## src/sv/les_pkg.sv

```systemverilog
// Package for the LED effect sequencer: types, codes and shared helpers.
package les_pkg;

	localparam int TIME_BITS = 16;
	localparam int LEN_BITS  = 16;
	localparam int CMP_BITS  = (TIME_BITS > LEN_BITS) ? TIME_BITS : LEN_BITS;
	localparam int HOLD_BITS = 10;
	localparam int COLOR_BITS = 24;
	localparam int LEVEL_BITS = 7;
	localparam logic [LEVEL_BITS-1:0] FADE_TOP = 7'd100;
	localparam logic [TIME_BITS-1:0] TIMER_MAX = {TIME_BITS{1'b1}};

	// Reciprocal of 100 scaled by 2^23; exact floor for every 16-bit value.
	localparam logic [16:0] RECIP_100 = 17'd83887;
	localparam int RECIP_SHIFT = 23;

	localparam logic [2:0] MODE_OFF     = 3'd0;
	localparam logic [2:0] MODE_ON      = 3'd1;
	localparam logic [2:0] MODE_FLICKER = 3'd2;
	localparam logic [2:0] MODE_FADE    = 3'd3;
	localparam logic [2:0] MODE_ONESHOT = 3'd4;

	localparam logic [1:0] REG_MODE     = 2'd0;
	localparam logic [1:0] REG_COLOR    = 2'd1;
	localparam logic [1:0] REG_ON_TIME  = 2'd2;
	localparam logic [1:0] REG_OFF_TIME = 2'd3;

	typedef struct packed {
		logic tick;
		logic restart;
	} in_t;

	typedef struct packed {
		logic [7:0]            red;
		logic [7:0]            green;
		logic [7:0]            blue;
		logic [LEVEL_BITS-1:0] level;
	} out_t;

	typedef struct packed {
		logic [TIME_BITS-1:0] timer;
		logic                 ended;
	} phase_t;

	function automatic logic [HOLD_BITS-1:0] div100(input logic [LEN_BITS-1:0] x);
		logic [LEN_BITS+16:0] p;
		p = {17'd0, x} * {{LEN_BITS{1'b0}}, RECIP_100};
		return p[RECIP_SHIFT +: HOLD_BITS];
	endfunction

	// Advance the timer one ms; the phase ends once timer+1 reaches len.
	function automatic phase_t phase_step(input logic [TIME_BITS-1:0] t,
			input logic [LEN_BITS-1:0] len);
		logic [TIME_BITS-1:0] nx;
		phase_t r;
		nx = (t == TIMER_MAX) ? t : t + 1'b1;
		if (CMP_BITS'(nx) >= CMP_BITS'(len)) begin
			r.timer = '0;
			r.ended = 1'b1;
		end else begin
			r.timer = nx;
			r.ended = 1'b0;
		end
		return r;
	endfunction

	function automatic logic [7:0] scale_chan(input logic [7:0] c,
			input logic [LEVEL_BITS-1:0] lvl);
		logic [15:0] p;
		p = {8'd0, c} * {8'd0, {1'b0, lvl} + 8'd1};
		return p[15:8];
	endfunction

endpackage

```

## src/sv/led_effect_sequencer_top.sv

```systemverilog
// LED effect sequencer: one colour result per request, state advanced on ms ticks.
//
//  channel | handshake            | payload
//  --------+----------------------+------------------------------------
//  in      | in_valid / in_ready  | in_data  (tick, restart)
//  out     | out_valid / out_ready| out_data (red, green, blue, level)
//  cfg     | cfg_we               | cfg_index, cfg_wdata
//
// An accepted request's result is written to the output register in the next cycle;
// one request is taken every clock while the output drains.
// The state update and the fade scaling multipliers sit between the state
// registers and the output register. Fade hold times (time/100) are computed by a
// reciprocal multiply on the configuration write. Reset clears all but out_data_q.
// A stalled output holds its result and blocks new requests only while full.
module led_effect_sequencer_top (
	input  logic                clk,
	input  logic                arst_n,
	input  logic                in_valid,
	output logic                in_ready,
	input  les_pkg::in_t        in_data,
	output logic                out_valid,
	input  logic                out_ready,
	output les_pkg::out_t       out_data,
	input  logic                cfg_we,
	input  logic [1:0]          cfg_index,
	input  logic [les_pkg::COLOR_BITS-1:0] cfg_wdata
);

	logic [2:0]                         mode_q;
	logic [les_pkg::COLOR_BITS-1:0]     color_q;
	logic [les_pkg::LEN_BITS-1:0]       on_time_q;
	logic [les_pkg::LEN_BITS-1:0]       off_time_q;
	logic [les_pkg::HOLD_BITS-1:0]      on_hold_q;
	logic [les_pkg::HOLD_BITS-1:0]      off_hold_q;

	logic [les_pkg::TIME_BITS-1:0]      timer_q, timer_d;
	logic [les_pkg::LEVEL_BITS-1:0]     level_q, level_d;
	logic falling_q, falling_d;
	logic dark_q, dark_d;
	logic done_q, done_d;
	logic started_q, started_d;

	logic          out_valid_q;
	les_pkg::out_t out_data_q, result;
	les_pkg::phase_t ph;
	logic [les_pkg::HOLD_BITS-1:0] hold;
	logic [les_pkg::COLOR_BITS-1:0] color;
	logic accept;

	assign in_ready  = !out_valid_q || out_ready;
	assign accept    = in_valid && in_ready;
	assign out_valid = out_valid_q;
	assign out_data  = out_data_q;

	// Configuration registers; hold times are precomputed here.
	always_ff @(posedge clk or negedge arst_n) begin
		if (!arst_n) begin
			mode_q     <= les_pkg::MODE_OFF;
			color_q    <= '0;
			on_time_q  <= '0;
			off_time_q <= '0;
			on_hold_q  <= '0;
			off_hold_q <= '0;
		end else if (cfg_we) begin
			unique case (cfg_index)
				les_pkg::REG_MODE: begin
					mode_q <= cfg_wdata[2:0];
				end
				les_pkg::REG_COLOR: begin
					color_q <= cfg_wdata;
				end
				les_pkg::REG_ON_TIME: begin
					on_time_q <= cfg_wdata[les_pkg::LEN_BITS-1:0];
					on_hold_q <= les_pkg::div100(cfg_wdata[les_pkg::LEN_BITS-1:0]);
				end
				les_pkg::REG_OFF_TIME: begin
					off_time_q <= cfg_wdata[les_pkg::LEN_BITS-1:0];
					off_hold_q <= les_pkg::div100(cfg_wdata[les_pkg::LEN_BITS-1:0]);
				end
				default: begin
				end
			endcase
		end
	end

	// Next state for one request.
	always_comb begin
		timer_d   = timer_q;
		level_d   = level_q;
		falling_d = falling_q;
		dark_d    = dark_q;
		done_d    = done_q;
		started_d = started_q;
		hold      = falling_q ? off_hold_q : on_hold_q;
		ph        = '0;

		if (in_data.restart) begin
			timer_d   = '0;
			dark_d    = 1'b0;
			done_d    = 1'b0;
			started_d = 1'b0;
		end
		if (mode_q != les_pkg::MODE_FADE)
			started_d = 1'b0;

		if (in_data.tick) begin
			case (mode_q)
				les_pkg::MODE_FLICKER: begin
					ph = les_pkg::phase_step(timer_d, dark_d ? off_time_q : on_time_q);
					timer_d = ph.timer;
					if (ph.ended)
						dark_d = !dark_d;
				end
				les_pkg::MODE_FADE: begin
					if (!started_d) begin
						started_d = 1'b1;
						timer_d   = '0;
					end
					ph = les_pkg::phase_step(timer_d, les_pkg::LEN_BITS'(hold));
					timer_d = ph.timer;
					if (ph.ended) begin
						if (!falling_q) begin
							if (level_q + 1'b1 >= les_pkg::FADE_TOP) begin
								level_d   = les_pkg::FADE_TOP;
								falling_d = 1'b1;
							end else begin
								level_d = level_q + 1'b1;
							end
						end else begin
							level_d = (level_q != '0) ? level_q - 1'b1 : level_q;
							if (level_d == '0)
								falling_d = 1'b0;
						end
					end
				end
				les_pkg::MODE_ONESHOT: begin
					if (!done_d) begin
						ph = les_pkg::phase_step(timer_d, on_time_q);
						timer_d = ph.timer;
						if (ph.ended)
							done_d = 1'b1;
					end
				end
				default: begin
				end
			endcase
		end
	end

	// Result from the updated state.
	always_comb begin
		case (mode_q)
			les_pkg::MODE_ON:      color = color_q;
			les_pkg::MODE_FLICKER: color = dark_d ? '0 : color_q;
			les_pkg::MODE_FADE:    color = {les_pkg::scale_chan(color_q[23:16], level_d),
					les_pkg::scale_chan(color_q[15:8], level_d),
					les_pkg::scale_chan(color_q[7:0], level_d)};
			les_pkg::MODE_ONESHOT: color = done_d ? '0 : color_q;
			default:               color = '0;
		endcase
		result.red   = color[23:16];
		result.green = color[15:8];
		result.blue  = color[7:0];
		result.level = level_d;
	end

	always_ff @(posedge clk or negedge arst_n) begin
		if (!arst_n) begin
			timer_q     <= '0;
			level_q     <= '0;
			falling_q   <= 1'b0;
			dark_q      <= 1'b0;
			done_q      <= 1'b0;
			started_q   <= 1'b0;
			out_valid_q <= 1'b0;
		end else begin
			if (accept) begin
				timer_q   <= timer_d;
				level_q   <= level_d;
				falling_q <= falling_d;
				dark_q    <= dark_d;
				done_q    <= done_d;
				started_q <= started_d;
			end
			if (in_ready)
				out_valid_q <= in_valid;
		end
	end

	always_ff @(posedge clk) begin
		if (accept)
			out_data_q <= result;
	end

endmodule

```

## config.mk

```make
export PLATFORM = sky130hd
export DESIGN_NAME = led_effect_sequencer_top
export DESIGN_NICKNAME = d
export VERILOG_FILES = /design/src/sv/les_pkg.sv /design/src/sv/led_effect_sequencer_top.sv
export SDC_FILE = /design/constraint.sdc
export NUM_CORES = 1
export LEC_CHECK = 0
export BUFFER_PORTS_ARGS = -buffer_cell sky130_fd_sc_hd__buf_2
export CAP_MARGIN = 20
export CORE_ASPECT_RATIO = 1.1
export CORE_UTILIZATION = 30
export DETAILED_ROUTE_END_ITERATION = 16
export SYNTH_ARGS = -nofsm -noshare
export SYNTH_HDL_FRONTEND = slang
export SYNTH_SLANG_ARGS = --single-unit
export TNS_END_PERCENT = 50
```

## constraint.sdc

```tcl
create_clock -name clk -period 12.4 [get_ports clk]
set_clock_uncertainty 0.2 [all_clocks]
set_input_delay 1.86 -clock clk [delete_from_list [all_inputs] [get_ports clk]]
set_output_delay 1.86 -clock clk [all_outputs]
set_load 0.01 [all_outputs]
```

==> results of run 1 <==
==> per-layer routing <==
metal,share of wire (%),up-vias,GRT usage (%)
met5,0.042,-,0
li1,-,6650,-
met1,43,6990,19.8
met2,50,320,27.6
met4,3.0,4,5.94
met3,4.3,73,2.29
==> critical path, delay by kind of cell <==
kind            cells  cell delay [ns]
buf+inv             5             0.70
simple gates       16             2.86
fa+ha+maj           8             3.09
compound gates      9             1.80
xor+xnor            3             0.86
==> cells in the final DEF (no fill, tap or decap), drive strengths merged, types with 5 or more instances in the layout <==
cell    Yosys  layout
mux2       43      43
a211oi      9       9
and2      127     127
xnor2      33      33
xor2       27      27
a221o       6       6
a31oi      10      10
a221oi      7       7
nand2b     21      21
o21bai      5       5
a22o        5       5
nor2b      41      41
mux2i      15      15
o22ai       6       6
clkbuf     47      22
a21boi      6       6
a21o       22      22
and3       11      11
o31ai       8       8
nand3      32      32
buf        38      88
fa        202     202
or3         6       6
o21a        7       7
nor4       10      10
nand2     162     162
o21ai     132     132
o311ai      6       6
edfxtp     31      31
dfrtp     107     107
nor2       79      79
nor3       22      22
inv       301     305
a21oi      63      63
a211o       5       5
ha        281     281
nand4      17      17
==> worst paths after layout <==
check,endpoint,cells past startpoint,startpoint
worst max-delay path,out_data[29],41,in_data[0]
worst min-delay path,dark_q,2,dark_q
worst max register to register,out_data[29],41,mode_q[2]
worst min register to register,dark_q,2,dark_q
max in group asynchronous,on_time_q[2],2,arst_n
min in group asynchronous,color_q[16],1,arst_n
==> final cells by class <==
type                       count  area [um2]
clock buffer                  22         495
clock inverter                 8        82.6
fill                        6337       40900
inverter                     301        1130
multi-input combinational   1472       13700
sequential                   138        3610
tap                          824        1030
timing repair buffer          88         504
==> per-stage QoR <==
step / cell area [um2] / setup slack, ns / util [%] / power [W] / hold slack [ns]
CTS: 20500 / 1.15 / 33.4 / 0.00299 / 0.280
detailed placement: 19900 / 0.702 / 32.4 / 0.00246 / 0.262
floorplan: 18700 / 1.98 / - / 0.00194 / 0.238
global route: 20500 / 0.366 / 33.4 / 0.00329 / 0.310
global placement: 19900 / 0.930 / 32.4 / 0.00240 / 0.259
finish: 20500 / 1.18 / 33.4 / 0.00295 / 0.275
==> flip-flops by register name, summed over array words and instances (netlist names) <==
name,cells
out_valid,1
timer_q,16
on_time_q,16
level_q,7
out_data,31
started_q,1
falling_q,1
off_time_q,16
color_q,24
off_hold_q,10
done_q,1
mode_q,3
dark_q,1
on_hold_q,10
==> kinds of logic (layout without fill, tap and decap cells) <==
| group | count (synthesis) | in the layout | share of synthesized area, % |
|---|---|---|---|
| buffers and inverters | 386 | 419 | 7.99 |
| AND/OR/NAND/NOR | 549 | 549 | 15.2 |
| multiplexers | 58 | 58 | 3.38 |
| AO/OA/AOI/OAI | 322 | 322 | 11.0 |
| adder cells (fa/ha/maj) | 483 | 483 | 40.3 |
| flip-flops | 138 | 138 | 19.3 |
| XOR/XNOR | 60 | 60 | 2.88 |
==> power breakdown <==
group / switching (W) / leakage, nW / internal (W)
sequential: 0.000108 / 1.64 / 0.000554
combinational: 0.00100 / 8.14 / 0.000772
clock: 0.000212 / 0.289 / 0.000303
==> flow_summary.json, run 1 <==
{
  "outcome": "finished, final reports clean",
  "gp_congestion": 0.921,
  "r2r_slack_ns": 1.93,
  "slew_headroom_pct": 28.1,
  "syn_to_final_growth_pct": 9.44,
  "placed_cells": 2822,
  "rsz0062_at_grt": "false",
  "rows": 95,
  "fin_setup_tns_ns": 0,
  "clock_path_buffers": 2,
  "setup_viol": 0,
  "wl_per_cell_um": 16.8,
  "core_area_um2": 61500,
  "ctsHtreeMaxLevel": 4,
  "cpMostUsedCell": "nor2_1",
  "fin_crit_ns": 11.22,
  "start_util_pct": 30.5,
  "arrival_ns": 11.22,
  "io_pins": 66,
  "max_stage_delay_ns": 0.55,
  "synth_top_area_share_pct": 21.6,
  "clk_latency_ns": 0.46,
  "vdd.ir_drop.worst_v": 0.000214,
  "antenna_found_initial": 7,
  "syn_nets": 2512,
  "grt_max_degree": 73,
  "netlist_area_um2": 18700,
  "worstSetupEndpointType": "flop",
  "synth_area_per_cell_um2": 9.39,
  "synth_top_flop_cell": "dfrtp_1",
  "yosys_warnings": 0,
  "synth_area_leaders": "fa_1 (22%), ha_1 (19%), dfrtp_1 (14%), inv_1 (6.0%), edfxtp_1 (5.0%)",
  "grt.total_usage_pct": 15.9,
  "worstPathMaxFanout": 14,
  "clkSinkCount": 138,
  "crit_type": "in2reg",
  "async_reset_ff_share_pct": 77.5,
  "synth.distinct_cells": 78,
  "required_ns": 12.40,
  "max_freq_ghz": 0.0891,
  "grt_pass1_wl_mm": 78.6,
  "finalCritPeriodShare_pct": 90.5,
  "overflow": 0,
  "cts-buffers-inserted": 17,
  "diodes": 0,
  "power_leakage_nw": 10.1,
  "cap_violations": 0,
  "dp_hpwl_mm": 38.3,
  "slew_violations": 0,
  "synth.largest_area_cell": "fa_1",
  "nets": 2534,
  "worst_pin_slew_ns": 1.07,
  "post_cts_buffers": 0,
  "vias_per_cell": 4.92,
  "drt_iter0_markers": 651,
  "synthTopCellsByCount": "inv_1 (298), ha_1 (281), fa_1 (202)",
  "die_height_um": 264,
  "drive_gt1_share_pct": 9.76,
  "syn-instance-count": 1996,
  "synth_edf_count": 31,
  "antenna_left": 0,
  "cts_tree": "built",
  "hp-class": "reg2reg",
  "cp_slowest_cell": "xor2_2",
  "vias": 14037,
  "die_x_um": 240,
  "power_density_nw_per_um2": 144,
  "port_buffers": 65,
  "crit_path_start_kind": "input port",
  "wl_mm": 47.8,
  "cts_resized": 0,
  "yosysMostFrequentCell": "inv_1",
  "root_buffer": "clkbuf_16",
  "drc": 0,
  "hold_viol_final": 0,
  "yosysSeqAreaShare_pct": 19.3,
  "first_global_vias": 14966,
  "instances_no_fill": 2853,
  "dr.pass1.iters": 5,
  "ys_ff_latch": 138,
  "cts-hold-fix-buffers": 0,
  "clk_pin_slew_ns": 0.06,
  "fp.dieArea_um2": 63500
}
No activity file was read; power rests on OpenSTA's default activity.
==> run 2, diff against run 1 <==
--- a/config.mk
+++ b/config.mk
@@ -8,8 +8,9 @@
 export BUFFER_PORTS_ARGS = -buffer_cell sky130_fd_sc_hd__buf_2
 export CAP_MARGIN = 20
 export CORE_ASPECT_RATIO = 1.1
-export CORE_UTILIZATION = 30
+export CORE_UTILIZATION = 45
 export DETAILED_ROUTE_END_ITERATION = 16
+export SKIP_CTS_REPAIR_TIMING = 1
 export SYNTH_ARGS = -nofsm -noshare
 export SYNTH_HDL_FRONTEND = slang
 export SYNTH_SLANG_ARGS = --single-unit
==> run 2 against run 1 <==
Net effect: cell count shrank 9.1%; sequential cell count is the same; maximum frequency rose by 3.3%; core utilization is 16 points higher; critical path depth fell by 1; critical endpoint unchanged; combinational power hardly changed; via count decreased by 0.59%; power grew 0.38%; worst setup slack better by 0.35 ns; critical path type unchanged; largest power group unchanged.
==> flow_summary.json, run 2 (synthesized netlist as in run 1, its figures left out) <==
{
  "antenna_found_initial": 0,
  "rsz0062_at_grt": "false",
  "dp_hpwl_mm": 36.5,
  "fin_setup_tns_ns": 0,
  "clk_pin_slew_ns": 0.08,
  "crit_type": "in2reg",
  "hp-class": "reg2reg",
  "drt_iter0_markers": 753,
  "die_height_um": 216,
  "io_pins": 66,
  "fp.dieArea_um2": 42500,
  "layout_common_cells": "inv_1 (297), ha_1 (281), fa_1 (202)",
  "grt_max_degree": 60,
  "slew_violations": 0,
  "grt_pass1_wl_mm": 76.5,
  "arrival_ns": 10.88,
  "worstPathMaxFanout": 11,
  "outcome": "finished, final reports clean",
  "cpMostUsedCell": "nor2_1",
  "antenna_left": 0,
  "wl_per_cell_um": 17.9,
  "fin_hold_ws_ns": 0.281,
  "drive_gt1_share_pct": 9.99,
  "gp_congestion": 0.903,
  "cts-buffers-inserted": 17,
  "worstSetupEndpointType": "flop",
  "final_common_cell": "inv_1",
  "rows": 78,
  "root_buffer": "clkbuf_16",
  "total_power_w": 0.00296,
  "overflow": 0,
  "clock_path_buffers": 2,
  "fin_crit_ns": 10.87,
  "core_area_um2": 41200,
  "power_density_nw_per_um2": 147,
  "power_leakage_nw": 10.1,
  "finalCritPeriodShare_pct": 87.7,
  "required_ns": 12.41,
  "nets": 2536,
  "vdd.ir_drop.worst_v": 0.000269,
  "nFillCells": 3937,
  "largest_reg_flops": 31,
  "cts_tree": "built",
  "start_util_pct": 45.5,
  "dr.pass1.iters": 5,
  "clk_latency_ns": 0.46,
  "crit_path_start_kind": "input port",
  "max_stage_delay_ns": 0.50,
  "setup_viol": 0,
  "clkSinkCount": 138,
  "drc": 0,
  "first_global_vias": 14571,
  "cp_slowest_cell": "fa_1",
  "max_freq_ghz": 0.0920,
  "instances_no_fill": 2593,
  "worst_pin_slew_ns": 1.10,
  "placed_cells": 2560,
  "grt.total_usage_pct": 23.2,
  "vias": 13954,
  "syn_to_final_growth_pct": 7.86,
  "slew_headroom_pct": 26.2,
  "hold_viol_final": 0,
  "vias_per_cell": 5.38,
  "wl_mm": 46.5,
  "cap_violations": 0,
  "ctsHtreeMaxLevel": 4,
  "port_buffers": 65,
  "diodes": 0,
  "die_x_um": 197
}
[run 2: metrics by stage]
step | util [%] | setup WS [ns] | cell area, um2
detailed placement | 47.6 | 1.07 | 19600
floorplan | - | 1.98 | 18700
global placement | 47.6 | 1.36 | 19600
global route | 49.1 | 0.763 | 20200
finish | 49.1 | 1.53 | 20200
CTS | 49.1 | 1.54 | 20200
[run 2: where the power goes]
group	switching, W	internal (W)
Combinational	0.000991	0.000779
Sequential	0.000106	0.000554
Clock	0.000244	0.000288
Total	0.00134	0.00162
[run 2: critical path: cells and delay by family]
family / cells / cell delay (ns)
xor gates and xnor gates: 3 / 0.79
and+or+nand+nor: 16 / 3.05
adders and majority gates: 8 / 3.04
AOI/OAI and AO/OA: 9 / 1.75
buffers and inverters: 4 / 0.40
[run 2: cell type report]
class                           instances  area [um2]  share of cell area [%]
Clock buffer                           17         425                    2.10
Clock inverter                         15         175                   0.867
Inverter                              301        1130                    5.59
Multi-Input combinational cell       1472       13700                    67.6
Sequential cell                       138        3610                    17.9
Tap cell                              560         701                    3.47
Timing Repair Buffer                   90         515                    2.55
[run 2: routing by layer]
metal	vias to the layer above	GRT usage, %	routed length, um
met2	283	41.1	23600
met1	6944	29.4	20400
met3	53	2.48	1380
met5	-	0	0
li1	6674	-	-
met4	0	7.44	1120
[run 2: worst paths after layout]
path                                from            end  slack [ns]  depth (start not counted)
hold / removal             off_hold_q[7]  off_hold_q[7]        0.28                          2
setup reg to reg               mode_q[2]   out_data[29]        2.31                         40
setup / recovery              in_data[0]   out_data[29]        1.53                         40
hold reg to reg            off_hold_q[7]  off_hold_q[7]        0.28                          2
min in group asynchronous         arst_n    color_q[20]        1.29                          1
max in group asynchronous         arst_n     color_q[5]        9.51                          2
